File: src/rtl/core/srg_pkg.sv
// shared constants, codes and controller/datapath interface types
`timescale 1ns / 1ps
`default_nettype none
package srg_pkg;

    // default configuration of the top level
    localparam int SPEED_FRAC_BITS_DEF = 16;
    localparam int TIME_WIDTH_DEF      = 32;

    // field widths
    localparam int SPEED_INT_W = 14;
    localparam int ACCEL_W     = 20;
    localparam int DTIME_W     = 20;
    localparam int PWIDTH_W    = 16;
    localparam int IVAL_W      = 20;
    localparam int COUNT_W     = 32;
    localparam int NOW_W       = 32;
    localparam int CFG_IDX_W   = 3;
    localparam int CFG_DATA_W  = 20;
    localparam int QUOT_W      = 63;

    // one second in microseconds and its bit count
    localparam int USEC_W = 20;
    localparam logic [USEC_W-1:0] USEC = 20'd1000000;

    // quotient saturation point
    localparam logic [QUOT_W-1:0] QCAP = {1'b1, {(QUOT_W-1){1'b0}}};

    // register indexes
    localparam logic [CFG_IDX_W-1:0] CFG_MIN_SPEED  = 3'd0;
    localparam logic [CFG_IDX_W-1:0] CFG_MID_SPEED  = 3'd1;
    localparam logic [CFG_IDX_W-1:0] CFG_MAX_SPEED  = 3'd2;
    localparam logic [CFG_IDX_W-1:0] CFG_ACCEL_SLOW = 3'd3;
    localparam logic [CFG_IDX_W-1:0] CFG_ACCEL_FAST = 3'd4;
    localparam logic [CFG_IDX_W-1:0] CFG_DECEL_TIME = 3'd5;
    localparam logic [CFG_IDX_W-1:0] CFG_PULSE_W    = 3'd6;

    // register reset values
    localparam logic [SPEED_INT_W-1:0] RST_MIN_SPEED  = 14'd80;
    localparam logic [SPEED_INT_W-1:0] RST_MID_SPEED  = 14'd400;
    localparam logic [SPEED_INT_W-1:0] RST_MAX_SPEED  = 14'd10000;
    localparam logic [ACCEL_W-1:0]     RST_ACCEL_SLOW = 20'd1000;
    localparam logic [ACCEL_W-1:0]     RST_ACCEL_FAST = 20'd64000;
    localparam logic [DTIME_W-1:0]     RST_DECEL_TIME = 20'd15000;
    localparam logic [PWIDTH_W-1:0]    RST_PULSE_W    = 16'd50;
    localparam logic [ACCEL_W-1:0]     RST_DECEL_RATE = 20'd64000;

    // run modes
    localparam logic [1:0] MODE_STOP = 2'd0;
    localparam logic [1:0] MODE_SLOW = 2'd1;
    localparam logic [1:0] MODE_FAST = 2'd2;
    localparam logic [1:0] MODE_DEC  = 2'd3;

    // controller to datapath commands
    typedef struct packed {
        logic load_in;
        logic fall_chk;
        logic mark_step;
        logic upd_speed;
        logic limit;
        logic do_step;
        logic park;
        logic set_ival;
        logic laser_cap;
        logic mul_step;
        logic start_rate;
        logic set_rate;
        logic out_load;
    } t_dp_cmd;

    // datapath to controller status
    typedef struct packed {
        logic is_laser;
        logic elapsed;
        logic mode_zero;
        logic mul_last;
        logic div_done;
        logic out_free;
    } t_dp_stat;

endpackage
`default_nettype wire

File: src/rtl/core/stepper_ramp_homing_pulse_generator.sv
// top level of one stepper ramp channel with laser homing
// One item at a time. A tick whose step interval has not run out runs no
// division; a tick that steps runs two divisions on the shared bit-serial
// divider; a laser event takes a shift-add multiply and one division. The
// result register lets the next transaction be taken while a result still
// waits at the output.
`timescale 1ns / 1ps
`default_nettype none
module stepper_ramp_homing_pulse_generator
    import srg_pkg::*;
#(
    parameter int SPEED_FRAC_BITS = SPEED_FRAC_BITS_DEF,
    parameter int TIME_WIDTH      = TIME_WIDTH_DEF
) (
    input  wire logic                   i_clk,
    input  wire logic                   i_rst_n,
    input  wire logic                   i_in_valid,
    output logic                        o_in_stall,
    input  wire logic                   i_req_type,
    input  wire logic [NOW_W-1:0]       i_now_us,
    input  wire logic                   i_laser_level,
    output logic                        o_out_valid,
    input  wire logic                   i_out_stall,
    output logic                        o_step_out,
    output logic                        o_dir_out,
    output logic signed [COUNT_W-1:0]   o_position,
    output logic signed [COUNT_W-1:0]   o_measured_position,
    output logic [1:0]                  o_mode,
    output logic [SPEED_INT_W-1:0]      o_speed,
    input  wire logic                   i_cfg_valid,
    output logic                        o_cfg_ready,
    input  wire logic [CFG_IDX_W-1:0]   i_cfg_index,
    input  wire logic [CFG_DATA_W-1:0]  i_cfg_data
);
    t_dp_cmd  cmd;
    t_dp_stat stat;

    // configuration is always taken
    assign o_cfg_ready = 1'b1;

    srg_ctrl u_ctrl (
        .i_clk      (i_clk),
        .i_rst_n    (i_rst_n),
        .i_in_valid (i_in_valid),
        .o_in_stall (o_in_stall),
        .i_stat     (stat),
        .o_cmd      (cmd)
    );

    srg_datapath #(
        .SPEED_FRAC_BITS (SPEED_FRAC_BITS),
        .TIME_WIDTH      (TIME_WIDTH)
    ) u_dp (
        .i_clk               (i_clk),
        .i_rst_n             (i_rst_n),
        .i_cmd               (cmd),
        .o_stat              (stat),
        .i_req_type          (i_req_type),
        .i_now_us            (i_now_us),
        .i_laser_level       (i_laser_level),
        .i_cfg_we            (i_cfg_valid),
        .i_cfg_index         (i_cfg_index),
        .i_cfg_data          (i_cfg_data),
        .i_out_stall         (i_out_stall),
        .o_out_valid         (o_out_valid),
        .o_step_out          (o_step_out),
        .o_dir_out           (o_dir_out),
        .o_position          (o_position),
        .o_measured_position (o_measured_position),
        .o_mode              (o_mode),
        .o_speed             (o_speed)
    );

endmodule
`default_nettype wire

File: src/rtl/core/srg_divider.sv
// restoring divider, one quotient bit per cycle, saturating quotient
`timescale 1ns / 1ps
`default_nettype none
module srg_divider
    import srg_pkg::*;
#(
    parameter int NUM_W = 66,
    parameter int DEN_W = 36
) (
    input  wire logic              i_clk,
    input  wire logic              i_rst_n,
    input  wire logic              i_start,
    input  wire logic [NUM_W-1:0]  i_num,
    input  wire logic [DEN_W-1:0]  i_den,
    output logic                   o_done,
    output logic [QUOT_W-1:0]      o_quot
);
    localparam int CNT_W = $clog2(NUM_W + 1);

    logic [NUM_W-1:0] r_num;
    logic [DEN_W-1:0] r_rem;
    logic [DEN_W-1:0] r_den;
    logic [CNT_W-1:0] r_cnt;
    logic             r_busy;
    logic             r_done;

    logic [DEN_W:0]        trial;
    logic                  qbit;
    logic [NUM_W+QUOT_W-1:0] qx;
    logic                  sat;

    // one trial subtraction
    always_comb begin
        trial = {r_rem, r_num[NUM_W-1]};
        qbit  = (trial >= {1'b0, r_den});
    end

    always_ff @(posedge i_clk) begin
        if (!i_rst_n) begin
            r_busy <= 1'b0;
            r_done <= 1'b0;
            r_cnt  <= '0;
        end else begin
            r_done <= 1'b0;
            if (i_start) begin
                r_busy <= 1'b1;
                r_cnt  <= CNT_W'(NUM_W);
            end else if (r_busy) begin
                r_cnt <= r_cnt - 1'b1;
                if (r_cnt == CNT_W'(1)) begin
                    r_busy <= 1'b0;
                    r_done <= 1'b1;
                end
            end
        end
    end

    // operand and partial remainder registers
    always_ff @(posedge i_clk) begin
        if (i_start) begin
            r_num <= i_num;
            r_rem <= '0;
            r_den <= (i_den == '0) ? DEN_W'(1) : i_den;
        end else if (r_busy) begin
            r_num <= {r_num[NUM_W-2:0], qbit};
            r_rem <= qbit ? DEN_W'(trial - {1'b0, r_den}) : trial[DEN_W-1:0];
        end
    end

    // saturate at the cap
    always_comb begin
        qx  = {{QUOT_W{1'b0}}, r_num};
        sat = 1'b0;
        for (int i = QUOT_W - 1; i < NUM_W + QUOT_W; i++) begin
            sat = sat | qx[i];
        end
        o_quot = (sat && (qx[QUOT_W-2:0] != '0 || qx[NUM_W+QUOT_W-1:QUOT_W] != '0))
                 ? QCAP : (sat ? QCAP : qx[QUOT_W-1:0]);
    end

    assign o_done = r_done;

endmodule
`default_nettype wire

File: src/rtl/core/srg_datapath.sv
// speed, position, timing and configuration registers with the shared divider
`timescale 1ns / 1ps
`default_nettype none
module srg_datapath
    import srg_pkg::*;
#(
    parameter int SPEED_FRAC_BITS = SPEED_FRAC_BITS_DEF,
    parameter int TIME_WIDTH      = TIME_WIDTH_DEF
) (
    input  wire logic                   i_clk,
    input  wire logic                   i_rst_n,
    input  wire t_dp_cmd                i_cmd,
    output t_dp_stat                    o_stat,
    input  wire logic                   i_req_type,
    input  wire logic [NOW_W-1:0]       i_now_us,
    input  wire logic                   i_laser_level,
    input  wire logic                   i_cfg_we,
    input  wire logic [CFG_IDX_W-1:0]   i_cfg_index,
    input  wire logic [CFG_DATA_W-1:0]  i_cfg_data,
    input  wire logic                   i_out_stall,
    output logic                        o_out_valid,
    output logic                        o_step_out,
    output logic                        o_dir_out,
    output logic signed [COUNT_W-1:0]   o_position,
    output logic signed [COUNT_W-1:0]   o_measured_position,
    output logic [1:0]                  o_mode,
    output logic [SPEED_INT_W-1:0]      o_speed
);
    localparam int F      = SPEED_FRAC_BITS;
    localparam int TW     = TIME_WIDTH;
    localparam int SW     = SPEED_INT_W + F;
    localparam int RW     = ACCEL_W + F;
    localparam int PW     = SW + USEC_W;
    localparam int NUM_W  = PW + F;
    localparam int DEN_W  = DTIME_W + F;
    localparam int WW     = 64;
    localparam int MCNT_W = $clog2(USEC_W);

    // configuration registers
    logic [SPEED_INT_W-1:0] r_min, r_mid, r_max;
    logic [ACCEL_W-1:0]     r_acc_slow, r_acc_fast;
    logic [DTIME_W-1:0]     r_dtime;
    logic [PWIDTH_W-1:0]    r_pwidth;

    // channel state
    logic [SW-1:0]     r_speed;
    logic [1:0]        r_mode;
    logic              r_dir;
    logic [COUNT_W-1:0] r_count, r_capt;
    logic [TW-1:0]     r_last, r_pstart;
    logic              r_pact, r_plevel;
    logic [IVAL_W-1:0] r_ival;
    logic [RW-1:0]     r_rate;

    // item and scratch registers
    logic              r_req, r_laser;
    logic [TW-1:0]     r_now;
    logic [WW-1:0]     r_spw;
    logic [PW-1:0]     r_prod, r_mcand;
    logic [USEC_W-1:0] r_mbits;
    logic [MCNT_W-1:0] r_mcnt;

    // output register
    logic              r_ovalid;

    logic [WW-1:0]     minf, midf, maxf, speed_w, delta_w, q_w;
    logic [TW-1:0]     dt_step, dt_pulse;
    logic              div_start, div_done;
    logic [NUM_W-1:0]  div_num;
    logic [DEN_W-1:0]  div_den;
    logic [QUOT_W-1:0] div_q;

    // fixed point limits and elapsed times
    always_comb begin
        minf     = WW'({r_min, {F{1'b0}}});
        midf     = WW'({r_mid, {F{1'b0}}});
        maxf     = WW'({r_max, {F{1'b0}}});
        speed_w  = WW'(r_speed);
        delta_w  = WW'(div_q);
        q_w      = WW'(div_q);
        dt_step  = r_now - r_last;
        dt_pulse = r_now - r_pstart;
    end

    // divider operand selection
    always_comb begin
        div_start = (i_cmd.mark_step && r_mode != MODE_STOP) || i_cmd.do_step ||
                    i_cmd.start_rate;
        div_num   = NUM_W'({USEC, {F{1'b0}}});
        div_den   = DEN_W'(r_speed);
        if (i_cmd.start_rate) begin
            div_num = NUM_W'(r_prod);
            div_den = DEN_W'(r_dtime);
        end else if (i_cmd.mark_step) begin
            unique case (r_mode)
                MODE_SLOW: div_num = NUM_W'({r_acc_slow, {(2*F){1'b0}}});
                MODE_FAST: div_num = NUM_W'({r_acc_fast, {(2*F){1'b0}}});
                MODE_DEC:  div_num = NUM_W'({r_rate, {F{1'b0}}});
                MODE_STOP: div_num = NUM_W'({USEC, {F{1'b0}}});
            endcase
        end
    end

    srg_divider #(
        .NUM_W (NUM_W),
        .DEN_W (DEN_W)
    ) u_div (
        .i_clk   (i_clk),
        .i_rst_n (i_rst_n),
        .i_start (div_start),
        .i_num   (div_num),
        .i_den   (div_den),
        .o_done  (div_done),
        .o_quot  (div_q)
    );

    // status to the controller
    always_comb begin
        o_stat.is_laser  = r_req;
        o_stat.elapsed   = (WW'(dt_step) >= WW'(r_ival));
        o_stat.mode_zero = (r_mode == MODE_STOP);
        o_stat.mul_last  = (r_mcnt == MCNT_W'(USEC_W - 1));
        o_stat.div_done  = div_done;
        o_stat.out_free  = !r_ovalid || !i_out_stall;
    end

    // configuration writes
    always_ff @(posedge i_clk) begin
        if (!i_rst_n) begin
            r_min      <= RST_MIN_SPEED;
            r_mid      <= RST_MID_SPEED;
            r_max      <= RST_MAX_SPEED;
            r_acc_slow <= RST_ACCEL_SLOW;
            r_acc_fast <= RST_ACCEL_FAST;
            r_dtime    <= RST_DECEL_TIME;
            r_pwidth   <= RST_PULSE_W;
        end else if (i_cfg_we) begin
            unique case (i_cfg_index)
                CFG_MIN_SPEED:  r_min      <= i_cfg_data[SPEED_INT_W-1:0];
                CFG_MID_SPEED:  r_mid      <= i_cfg_data[SPEED_INT_W-1:0];
                CFG_MAX_SPEED:  r_max      <= i_cfg_data[SPEED_INT_W-1:0];
                CFG_ACCEL_SLOW: r_acc_slow <= i_cfg_data[ACCEL_W-1:0];
                CFG_ACCEL_FAST: r_acc_fast <= i_cfg_data[ACCEL_W-1:0];
                CFG_DECEL_TIME: r_dtime    <= i_cfg_data[DTIME_W-1:0];
                CFG_PULSE_W:    r_pwidth   <= i_cfg_data[PWIDTH_W-1:0];
                default: ;
            endcase
        end
    end

    // input transaction capture and scratch registers
    always_ff @(posedge i_clk) begin
        if (i_cmd.load_in) begin
            r_req   <= i_req_type;
            r_now   <= TW'(i_now_us);
            r_laser <= i_laser_level;
        end
        if (i_cmd.upd_speed) begin
            unique case (r_mode)
                MODE_SLOW, MODE_FAST: r_spw <= speed_w + delta_w;
                MODE_DEC: r_spw <= (speed_w < delta_w + minf) ? minf : speed_w - delta_w;
                MODE_STOP: r_spw <= speed_w;
            endcase
        end
        // shift and add multiply by one second
        if (i_cmd.laser_cap) begin
            r_prod  <= '0;
            r_mcand <= PW'(r_speed);
            r_mbits <= USEC;
            r_mcnt  <= '0;
        end else if (i_cmd.mul_step) begin
            if (r_mbits[0]) begin
                r_prod <= r_prod + r_mcand;
            end
            r_mcand <= {r_mcand[PW-2:0], 1'b0};
            r_mbits <= {1'b0, r_mbits[USEC_W-1:1]};
            r_mcnt  <= r_mcnt + 1'b1;
        end
    end

    // channel state updates
    always_ff @(posedge i_clk) begin
        if (!i_rst_n) begin
            r_speed  <= SW'({RST_MIN_SPEED, {F{1'b0}}});
            r_mode   <= MODE_SLOW;
            r_dir    <= 1'b1;
            r_count  <= '0;
            r_capt   <= '0;
            r_last   <= '0;
            r_pstart <= '0;
            r_pact   <= 1'b0;
            r_plevel <= 1'b0;
            r_ival   <= '0;
            r_rate   <= RW'({RST_DECEL_RATE, {F{1'b0}}});
        end else begin
            if (i_cmd.fall_chk && r_pact && WW'(dt_pulse) >= WW'(r_pwidth)) begin
                r_pact   <= 1'b0;
                r_plevel <= 1'b0;
            end
            if (i_cmd.mark_step) begin
                r_last <= r_now;
            end
            // mode changes of the speed update
            if (i_cmd.upd_speed) begin
                if (r_mode == MODE_SLOW && speed_w + delta_w > midf) begin
                    r_mode <= MODE_FAST;
                end
                if (r_mode == MODE_DEC && speed_w < delta_w + minf) begin
                    r_mode <= MODE_SLOW;
                    r_dir  <= !r_laser;
                end
            end
            // minimum test then maximum clamp
            if (i_cmd.limit) begin
                if (r_spw < minf) begin
                    r_mode <= MODE_STOP;
                end
                r_speed <= (r_spw > maxf) ? maxf[SW-1:0] : r_spw[SW-1:0];
            end
            if (i_cmd.do_step) begin
                r_plevel <= 1'b1;
                r_pact   <= 1'b1;
                r_pstart <= r_now;
                r_count  <= r_dir ? r_count + 1'b1 : r_count - 1'b1;
            end
            if (i_cmd.park) begin
                r_speed <= minf[SW-1:0];
            end
            if (i_cmd.set_ival) begin
                r_ival <= (q_w > WW'({IVAL_W{1'b1}})) ? {IVAL_W{1'b1}} : q_w[IVAL_W-1:0];
            end
            if (i_cmd.laser_cap && !r_laser && r_mode == MODE_SLOW) begin
                r_capt <= r_count;
            end
            if (i_cmd.set_rate) begin
                r_rate <= (q_w > WW'({RW{1'b1}})) ? {RW{1'b1}} : q_w[RW-1:0];
                r_mode <= MODE_DEC;
            end
        end
    end

    // result register
    always_ff @(posedge i_clk) begin
        if (!i_rst_n) begin
            r_ovalid <= 1'b0;
        end else if (i_cmd.out_load) begin
            r_ovalid <= 1'b1;
        end else if (!i_out_stall) begin
            r_ovalid <= 1'b0;
        end
    end

    always_ff @(posedge i_clk) begin
        if (i_cmd.out_load) begin
            o_step_out          <= r_plevel;
            o_dir_out           <= r_dir;
            o_position          <= r_count;
            o_measured_position <= r_capt;
            o_mode              <= r_mode;
            o_speed             <= r_speed[SW-1:F];
        end
    end

    assign o_out_valid = r_ovalid;

endmodule
`default_nettype wire

File: src/rtl/core/srg_ctrl.sv
// sequencing state machine for ticks and laser events
`timescale 1ns / 1ps
`default_nettype none
module srg_ctrl
    import srg_pkg::*;
(
    input  wire logic     i_clk,
    input  wire logic     i_rst_n,
    input  wire logic     i_in_valid,
    output logic          o_in_stall,
    input  wire t_dp_stat i_stat,
    output t_dp_cmd       o_cmd
);
    localparam logic [3:0] S_IDLE   = 4'd0;
    localparam logic [3:0] S_DISP   = 4'd1;
    localparam logic [3:0] S_ADIV   = 4'd2;
    localparam logic [3:0] S_UPD    = 4'd3;
    localparam logic [3:0] S_LIM    = 4'd4;
    localparam logic [3:0] S_STEP   = 4'd5;
    localparam logic [3:0] S_IDIV   = 4'd6;
    localparam logic [3:0] S_MUL    = 4'd7;
    localparam logic [3:0] S_RSTART = 4'd8;
    localparam logic [3:0] S_RDIV   = 4'd9;
    localparam logic [3:0] S_DONE   = 4'd10;

    logic [3:0] r_state, n_state;

    always_ff @(posedge i_clk) begin
        if (!i_rst_n) begin
            r_state <= S_IDLE;
        end else begin
            r_state <= n_state;
        end
    end

    // next state and commands
    always_comb begin
        n_state    = r_state;
        o_cmd      = '0;
        o_in_stall = (r_state != S_IDLE);
        unique case (r_state)
            S_IDLE: begin
                if (i_in_valid) begin
                    o_cmd.load_in = 1'b1;
                    n_state = S_DISP;
                end
            end
            S_DISP: begin
                if (i_stat.is_laser) begin
                    o_cmd.laser_cap = 1'b1;
                    n_state = S_MUL;
                end else if (i_stat.elapsed) begin
                    o_cmd.mark_step = 1'b1;
                    n_state = i_stat.mode_zero ? S_UPD : S_ADIV;
                end else begin
                    o_cmd.fall_chk = 1'b1;
                    n_state = S_DONE;
                end
            end
            S_ADIV: begin
                if (i_stat.div_done) begin
                    n_state = S_UPD;
                end
            end
            S_UPD: begin
                o_cmd.upd_speed = 1'b1;
                n_state = S_LIM;
            end
            S_LIM: begin
                o_cmd.limit = 1'b1;
                n_state = S_STEP;
            end
            S_STEP: begin
                if (i_stat.mode_zero) begin
                    o_cmd.park = 1'b1;
                    n_state = S_DONE;
                end else begin
                    o_cmd.do_step = 1'b1;
                    n_state = S_IDIV;
                end
            end
            S_IDIV: begin
                if (i_stat.div_done) begin
                    o_cmd.set_ival = 1'b1;
                    n_state = S_DONE;
                end
            end
            S_MUL: begin
                o_cmd.mul_step = 1'b1;
                if (i_stat.mul_last) begin
                    n_state = S_RSTART;
                end
            end
            S_RSTART: begin
                o_cmd.start_rate = 1'b1;
                n_state = S_RDIV;
            end
            S_RDIV: begin
                if (i_stat.div_done) begin
                    o_cmd.set_rate = 1'b1;
                    n_state = S_DONE;
                end
            end
            S_DONE: begin
                if (i_stat.out_free) begin
                    o_cmd.out_load = 1'b1;
                    n_state = S_IDLE;
                end
            end
            default: begin
                n_state = S_IDLE;
            end
        endcase
    end

endmodule
`default_nettype wire
File: config.mk
export PLATFORM = sky130hd
export DESIGN_NAME = stepper_ramp_homing_pulse_generator
export DESIGN_NICKNAME = d
export VERILOG_FILES = /design/src/rtl/core/srg_pkg.sv /design/src/rtl/core/stepper_ramp_homing_pulse_generator.sv /design/src/rtl/core/srg_divider.sv /design/src/rtl/core/srg_datapath.sv /design/src/rtl/core/srg_ctrl.sv
export SDC_FILE = /design/constraint.sdc
export NUM_CORES = 2
export LEC_CHECK = 0
export BUFFER_PORTS_ARGS = -buffer_cell sky130_fd_sc_hd__buf_2
export CAP_MARGIN = 25
export CELL_PAD_IN_SITES_DETAIL_PLACEMENT = 1
export CELL_PAD_IN_SITES_GLOBAL_PLACEMENT = 1
export CORE_MARGIN = 2
export CORE_UTILIZATION = 54
export CTS_BUF_LIST = sky130_fd_sc_hd__clkbuf_8
export CTS_CLUSTER_SIZE = 30
export DETAILED_ROUTE_END_ITERATION = 10
export PLACE_DENSITY = 0.93
export SYNTH_ARGS = -nofsm -noshare
export SYNTH_HDL_FRONTEND = slang
export SYNTH_SLANG_ARGS = --single-unit
File: constraint.sdc
create_clock -name i_clk -period 17.4 [get_ports i_clk]
set_input_delay 1.74 -clock i_clk [delete_from_list [all_inputs] [get_ports i_clk]]
set_output_delay 1.74 -clock i_clk [all_outputs]
set_load 0.005 [all_outputs]
After elaboration in Yosys (flattened, before gate mapping)
Cells that the tools add are included.
W data, S select, Z words.
{"block": "word_totals", "register_bits": 793, "latch_bits": 0, "ramBits": 0, "rom_bits": 0, "inputBits": 62, "out_inout_bits": 85, "memories": 0}
{"block": "classes", "add_sub_neg": 11, "n_mul": 0, "div": 0, "magnitude_cmp": 9, "eq_ne": 27, "shifts": 0, "mux": 65, "bitwise_logic": 5, "n_reduce_logical": 43}
{"op": "$mux W66", "n": 4}
{"op": "$pmux W66 S4", "n": 1}
{"op": "$pmux W64 S3", "n": 1}
{"op": "$mux W30", "n": 6}
{"op": "$gt A64 B30 Y1", "n": 2}
{"op": "$mux W63", "n": 2}
{"op": "$mux W36", "n": 2}
{"op": "$add A30 B63 Y64", "n": 1}
{"op": "$add A63 B30 Y64", "n": 1}
{"op": "$lt A30 B64 Y1", "n": 1}
{"op": "$lt A64 B30 Y1", "n": 1}
{"op": "$mux W64", "n": 1}
{"op": "$sub A30 B63 Y64", "n": 1}
{"op": "$sub A32 B32 Y32", "n": 2}
{"op": "$gt A63 B20 Y1 const B", "n": 1}
{"op": "$gt A63 B36 Y1 const B", "n": 1}
{"op": "$reduce_bool A62 Y1", "n": 1}
{"op": "$add A50 B50 Y50", "n": 1}
{"op": "$pmux W4 S10", "n": 1}
{"op": "$ge A37 B36 Y1", "n": 1}
{"op": "$logic_not A36 Y1", "n": 1}
{"op": "$sub A36 B36 Y36", "n": 1}
{"op": "$add A32 B1 Y32 const B", "n": 1}
{"op": "$ge A32 B16 Y1", "n": 1}
{"op": "other kinds (38)", "n": 124}

Longest topological paths before layout
{"block": "depth", "ltp_word": 14, "ltp_mapped": 36, "mapped_depth_nobuf": 29}

By module
A second synthesis with hierarchy kept.
{"block": "hier_totals", "hier_cells": 5762, "hier_area_um2": 50621.0}
{"module": "srg_datapath", "instances": 1, "cells_per_inst": 4838, "area_per_inst_um2": 41443.5, "seq_area_each_um2": 14954.3}
{"module": "srg_divider", "instances": 1, "cells_per_inst": 860, "area_per_inst_um2": 8710.9, "seq_area_each_um2": 3963.8}
{"module": "srg_ctrl", "instances": 1, "cells_per_inst": 62, "area_per_inst_um2": 455.4, "seq_area_each_um2": 80.1}
{"module": "stepper_ramp_homing_pulse_generator", "instances": 1, "cells_per_inst": 2, "area_per_inst_um2": 11.3, "seq_area_each_um2": 0.0}

Worst setup path before layout
No wires, ideal clock.
{"block": "synth_path", "kind": "reg2reg", "start": "reg u_dp.u_div.r_num[62]", "end": "reg u_dp.r_mode[1]", "arrival_ps": 7202, "path_slack_ps": 10066, "path_stages_with_launch": 37, "synth_period_minus_slack_ps": 7334, "cell_sequence": "edfxtp_1 -> nor4_1 -> clkbuf_1 -> clkbuf_1 -> clkbuf_1 -> clkbuf_1 -> clkbuf_1 -> buf_1 -> clkbuf_1 -> nand2_1 -> inv_1 -> ha_1 -> inv_1 -> fa_1 -> o21bai_1 -> nand3_1 -> nand4_1 -> a31oi_1 -> o31a_1 -> o311ai_0 -> a21oi_1 -> o21bai_1 -> a311oi_1 -> xnor2_1 -> ha_1 -> nand2_1 -> nor2_1 -> o311ai_0 -> nor2_1 -> o2111ai_1 -> a311oi_1 -> nand4b_1 -> o41ai_1 -> o2111ai_1 -> and4bb_2 -> and3_1 -> nor3_1"}
{"block": "synth_between", "elab_chain_cells": 14, "word_cells_on_any_way": 18, "classes_between": "add/sub: 2; order compare: 2; mux: 8; bitwise: 3; reduce/logical: 3"}
{"item": "start: declaration", "line": "srg_divider.sv:20", "source": "logic [NUM_W-1:0] r_num;"}
{"item": "start signal: assignment", "line": "srg_divider.sv:61", "source": "r_num <= i_num;"}
{"item": "start signal: assignment", "line": "srg_divider.sv:65", "source": "r_num <= {r_num[NUM_W-2:0], qbit};"}
{"item": "$or A1 B1 Y1 (3 in a row)", "line": "srg_divider.sv:75", "source": "sat = sat | qx[i];"}
{"item": "$mux W63 or $logic_and A1 B1 Y1 (tied branches)", "line": "srg_divider.sv:78, srg_divider.sv:77"}
{"item": "$mux W63 (*)", "line": "srg_divider.sv:78", "source": "? QCAP : (sat ? QCAP : qx[QUOT_W-1:0]);"}
{"item": "$add A30 B63 Y64", "line": "srg_datapath.sv:205", "source": "if (r_mode == MODE_SLOW && speed_w + delta_w > midf) begin"}
{"item": "$gt A64 B30 Y1", "line": "srg_datapath.sv:205"}
{"item": "$logic_and A1 B1 Y1", "line": "srg_datapath.sv:205"}
{"item": "$mux W2", "line": "srg_datapath.sv:205"}
{"item": "$mux W2 (*)", "line": "srg_datapath.sv:208", "source": "if (r_mode == MODE_DEC && speed_w < delta_w + minf) begin"}
{"item": "$mux W2 (*)", "line": "srg_datapath.sv:204", "source": "if (i_cmd.upd_speed) begin"}
{"item": "$mux W2", "line": "srg_datapath.sv:215", "source": "if (r_spw < minf) begin"}
{"item": "$mux W2 (*)", "line": "srg_datapath.sv:214", "source": "if (i_cmd.limit) begin"}
{"item": "$mux W2 (*)", "line": "srg_datapath.sv:235", "source": "if (i_cmd.set_rate) begin"}
{"item": "end signal: assignment", "line": "srg_datapath.sv:206", "source": "r_mode <= MODE_FAST;"}
{"item": "end signal: assignment", "line": "srg_datapath.sv:216", "source": "r_mode <= MODE_STOP;"}
{"item": "end signal: assignment", "line": "srg_datapath.sv:237", "source": "r_mode <= MODE_DEC;"}
{"item": "end: declaration", "line": "srg_datapath.sv:47", "source": "logic [1:0] r_mode;"}
Every way passes the cells marked *; elsewhere a longest branch is shown, timed or not.
A chain may end at the register's enable or synchronous reset.

Worst setup path after layout
{"block": "layout_path", "start": "reg u_dp.r_now[0]", "end": "reg u_dp.u_div.r_num[52] (enable)"}
{"block": "layout_between", "elab_chain_cells": 9}
{"item": "start: declaration", "line": "srg_datapath.sv:57", "source": "logic [TW-1:0] r_now;"}
{"item": "start signal: assignment", "line": "srg_datapath.sv:155", "source": "r_now <= TW'(i_now_us);"}
{"item": "$sub A32 B32 Y32", "line": "srg_datapath.sv:81", "source": "dt_step = r_now - r_last;"}
{"item": "$ge A32 B20 Y1", "line": "srg_datapath.sv:120", "source": "o_stat.elapsed = (WW'(dt_step) >= WW'(r_ival));"}
{"item": "$mux W1", "line": "srg_ctrl.sv:52", "source": "end else if (i_stat.elapsed) begin"}
{"item": "$mux W2", "line": "srg_ctrl.sv:49", "source": "if (i_stat.is_laser) begin"}
{"item": "$mux W2", "line": "srg_ctrl.sv:41", "source": "unique case (r_state)"}
{"item": "$logic_and A1 B1 Y1", "line": "srg_datapath.sv:87", "source": "div_start = (i_cmd.mark_step && r_mode != MODE_STOP) || i_cmd.do_step ||"}
{"item": "$logic_or A1 B1 Y1 (2 in a row)", "line": "srg_datapath.sv:87"}
{"item": "$reduce_bool A2 Y1 (no source line)"}
No other way between the ends.

==> results.sh <==
export IMPL_route_detailed_drc=0
export IMPL_ys_seq_elements=787
export IMPL_num_vias=48200
export IMPL_place_port_buffers=145
export IMPL_worst_r2r_cell_count=26
export IMPL_synth_area_mm2=0.0477
export IMPL_clk_pin_slew_ns=0.07
export IMPL_num_rows=108
export IMPL_worstSetupPathType="reg2reg"
export IMPL_ys_types=95
export IMPL_cpPeakStageDelay_ns=0.89
export IMPL_maxSlewHeadroom=0.265
export IMPL_top_usage_layer="met2"
export IMPL_synth_ff_type="dfxtp_1"
export IMPL_maxSlewViolCount=0
export IMPL_cts_hold_buf=0
export IMPL_grt_use_total=0.440
export IMPL_dp_cells=6793
export IMPL_leakagePower_nw=20.8
export IMPL_critPathLaunchType="flop"
export IMPL_grt_pass1_vias=49400
export IMPL_wl_um=205000
export IMPL_globalRouteOverflowTotal=0
export IMPL_path_common_cell="o21ai_0"
export IMPL_holdPathStages=0
export IMPL_n_fill_cell=10400
export IMPL_clkPwrFrac=0.235
export IMPL_cts_root_buffer_cell="clkbuf_8"
export IMPL_intPower_mw=4.32
export IMPL_cp_slowest_cell="nand2b_4"
export IMPL_ys_warn_count=0
export IMPL_async_flop_share=0
export IMPL_layout_cells_non_filler=7077
export IMPL_p_seq_frac=0.346
export IMPL_fmax_ghz=0.126
export IMPL_initial_utilization=0.547
export IMPL_cts_resized=0
export IMPL_cellPowerDensity_mw_per_mm2=148
export IMPL_rsz0062_at_grt="no"
export IMPL_swShare=0.443
export IMPL_antenna_found_initial=20
export IMPL_post_route_period_util=0.456
export IMPL_seq_area_frac_synth=0.395
export IMPL_synth_edf_count=306
export IMPL_crit_arrival_ns=8.42
export IMPL_holdCritPathClass="reg2reg"
export IMPL_syn_inst=5711
export IMPL_grt_use_met1=0.532
export IMPL_synth_nets=6125
export IMPL_clock_latency_ns=0.91
export IMPL_ctsLongestPathBuffers=3
export IMPL_syn2layout_area_growth_pct=9.77
export IMPL_ir_drop_uv=136
export IMPL_report_final_setup_viol=0
export IMPL_grt_pass1_wl_um=305000
export IMPL_drv_cap=0
export IMPL_min_period_ns=7.94
export IMPL_max_slew_worst_pin_slew_ns=1.08
export IMPL_post_cts_buffers=0
export IMPL_hold_viol=0
export IMPL_numCtsBuffers=142
export IMPL_die_x_um=301
export IMPL_viasPerCell=6.82
export IMPL_post_drt_wl_per_cell_um=29.0
export IMPL_grt_use_met3=0.123
export IMPL_dr_pass1_iters=6
export IMPL_skew_ns=0.0526
export IMPL_crit_path_end_kind="flop"
export IMPL_cts_max_level=4
export IMPL_core_area_mm2=0.0872
export IMPL_drtIter0Drc=6114
export IMPL_die_area_mm2=0.0907
export IMPL_grt_max_degree=160
export IMPL_cts_sinks=787
export IMPL_ios=147
export IMPL_die_h_um=301
export IMPL_p_switching_mw=3.44
export IMPL_use_met2=0.674
export IMPL_crit_fanout=96
export IMPL_required_ns=17.88
export IMPL_ant_nets=0
export IMPL_cts_tree="built"
export IMPL_detailed_place_hpwl_um=136000
export IMPL_path_buf_inv=4
export IMPL_status="finished, final reports clean"
export IMPL_gp_congestion=1.06
export IMPL_crit_family="compound AO/OA/AOI/OAI gates"
export IMPL_path_depth=26
export IMPL_syn_area_per_cell_um2=8.35
export IMPL_nNetsFinal=6201
export IMPL_drive_above_1_share=0.0884
export IMPL_pwr_share_comb=0.418
export IMPL_tns_ns=0
[stage by stage]
stage	instance area, um2	hold WS [ns]	power (mW)	setup slack [ns]	util
finish	52400	0.440	7.76	9.46	0.601
global route	52300	0.452	8.05	9.02	0.600
CTS	52200	0.440	7.60	9.63	0.599
detailed placement	49400	0.418	5.68	10.04	0.567
global placement	49400	0.412	5.51	10.32	0.566
floorplan	47700	0.408	4.68	10.07	-
[metal layers]
metal | wire (um) | up-vias
li1 | - | 20500
met1 | 76100 | 23500
met4 | 16100 | 18
met5 | 181 | -
met2 | 90000 | 3165
met3 | 22800 | 1010
[cells in the final DEF, fill, tap and decap left out, types with 19 or more instances in the layout]
| cell type | count |
|---|---|
| a2111oi_0 | 19 |
| a211oi_1 | 70 |
| a21o_1 | 88 |
| a21oi_1 | 607 |
| a221oi_1 | 21 |
| a22oi_1 | 48 |
| a31oi_1 | 41 |
| and2_1 | 33 |
| and3_1 | 43 |
| buf_2 | 144 |
| buf_4 | 78 |
| clkbuf_8 | 161 |
| clkinv_1 | 19 |
| dfxtp_1 | 480 |
| edfxtp_1 | 306 |
| ha_1 | 342 |
| inv_1 | 386 |
| mux2i_1 | 83 |
| nand2_1 | 1034 |
| nand2b_1 | 58 |
| nand3_1 | 128 |
| nand4_1 | 61 |
| nor2_1 | 396 |
| nor2b_1 | 51 |
| nor3_1 | 93 |
| nor4_1 | 54 |
| o2111ai_1 | 19 |
| o211ai_1 | 47 |
| o21a_1 | 55 |
| o21ai_0 | 257 |
| o21bai_1 | 35 |
| o221a_2 | 20 |
| o22ai_1 | 22 |
| o31ai_1 | 25 |
| or2_2 | 20 |
| xnor2_1 | 153 |
| xor2_1 | 75 |
[registers in the layout, indices dropped and copies added, names as in the netlist, 20 cells and up]
signal                    cells
u_dp.o_measured_position     32
u_dp.o_position              32
u_dp.r_acc_fast              20
u_dp.r_acc_slow              20
u_dp.r_capt                  32
u_dp.r_count                 32
u_dp.r_dtime                 20
u_dp.r_ival                  20
u_dp.r_last                  32
u_dp.r_mbits                 20
u_dp.r_mcand                 50
u_dp.r_now                   32
u_dp.r_prod                  50
u_dp.r_pstart                32
u_dp.r_rate                  36
u_dp.r_speed                 30
u_dp.r_spw                   64
u_dp.u_div.r_den             30
u_dp.u_div.r_num             66
u_dp.u_div.r_rem             36
[synth_stat cells (83+ instances only)]
library cell | n | share of area
a21o_1 | 88 | 0.014
a21oi_1 | 608 | 0.064
clkbuf_1 | 254 | 0.020
dfxtp_1 | 481 | 0.20
edfxtp_1 | 306 | 0.19
ha_1 | 344 | 0.090
inv_1 | 330 | 0.026
mux2i_1 | 83 | 0.017
nand2_1 | 1034 | 0.081
nand3_1 | 129 | 0.014
nor2_1 | 398 | 0.031
nor3_1 | 98 | 0.010
o21ai_0 | 257 | 0.027
xnor2_1 | 153 | 0.028
[power by group through the flow]
stage	combinational, mW	clock (mW)	sequential [mW]
floorplan	2.19	0	2.48
global placement	2.85	0	2.67
detailed placement	3.00	0	2.68
CTS	3.13	1.82	2.66
global route	3.47	1.89	2.69
finish	3.24	1.83	2.69
[final timing paths]
check | startpoint | endpoint | slack [ns]
max | u_dp.r_now[0] | u_dp.u_div.r_num[52] | 9.46
min | u_dp.r_capt[28] | u_dp.o_measured_position[28] | 0.44
max reg2reg | u_dp.r_now[0] | u_dp.u_div.r_num[52] | 9.46
min reg2reg | u_dp.r_capt[28] | u_dp.o_measured_position[28] | 0.44
[final cells by class]
cell class                      instances  area [um2]  area share
Sequential cell                       787       18800       0.359
Inverter                              333        1260      0.0240
Tap cell                             1155        1450      0.0276
Antenna cell                           17        42.5    0.000813
Clock inverter                        101         602      0.0115
Multi-Input combinational cell       4296       26600       0.508
Timing Repair Buffer                  227        1400      0.0267
Clock buffer                          161        2220      0.0423
[cells by family (layout without fill, tap and decap cells)]
kind of cell / after synthesis / count (layout) / share of synthesized area
other: 1 / 18 / 0.0000786
muxes: 94 / 94 / 0.0200
xor gates and xnor gates: 228 / 228 / 0.0419
DFF: 787 / 787 / 0.395
adders and majority gates: 352 / 352 / 0.0936
and+or+nand+nor: 2088 / 2088 / 0.197
buffers and inverters: 628 / 822 / 0.0507
AOI/OAI and AO/OA: 1533 / 1533 / 0.202
[worst reg2reg max path, stage by stage (launching register included)]
cell and delay [ns]:
edfxtp_1 0.43, inv_1 0.13, ha_1 0.21, inv_1 0.11, fa_1 0.48, a21oi_1 0.23
o21ai_0 0.20, o311a_1 0.40, o21ai_0 0.19, nand2b_1 0.08, a21oi_1 0.24, o21ai_0 0.22
a21o_1 0.24, a21oi_1 0.19, xnor2_1 0.10, ha_1 0.27, and4_1 0.23, a211oi_1 0.09
nand3_1 0.10, a31oi_1 0.06, o21ai_0 0.14, nor4_1 0.10, and4b_1 0.29, o311ai_4 0.24
buf_4 0.74, buf_4 0.93, nand2b_4 0.90
No activity file was read; power rests on OpenSTA's default activity.
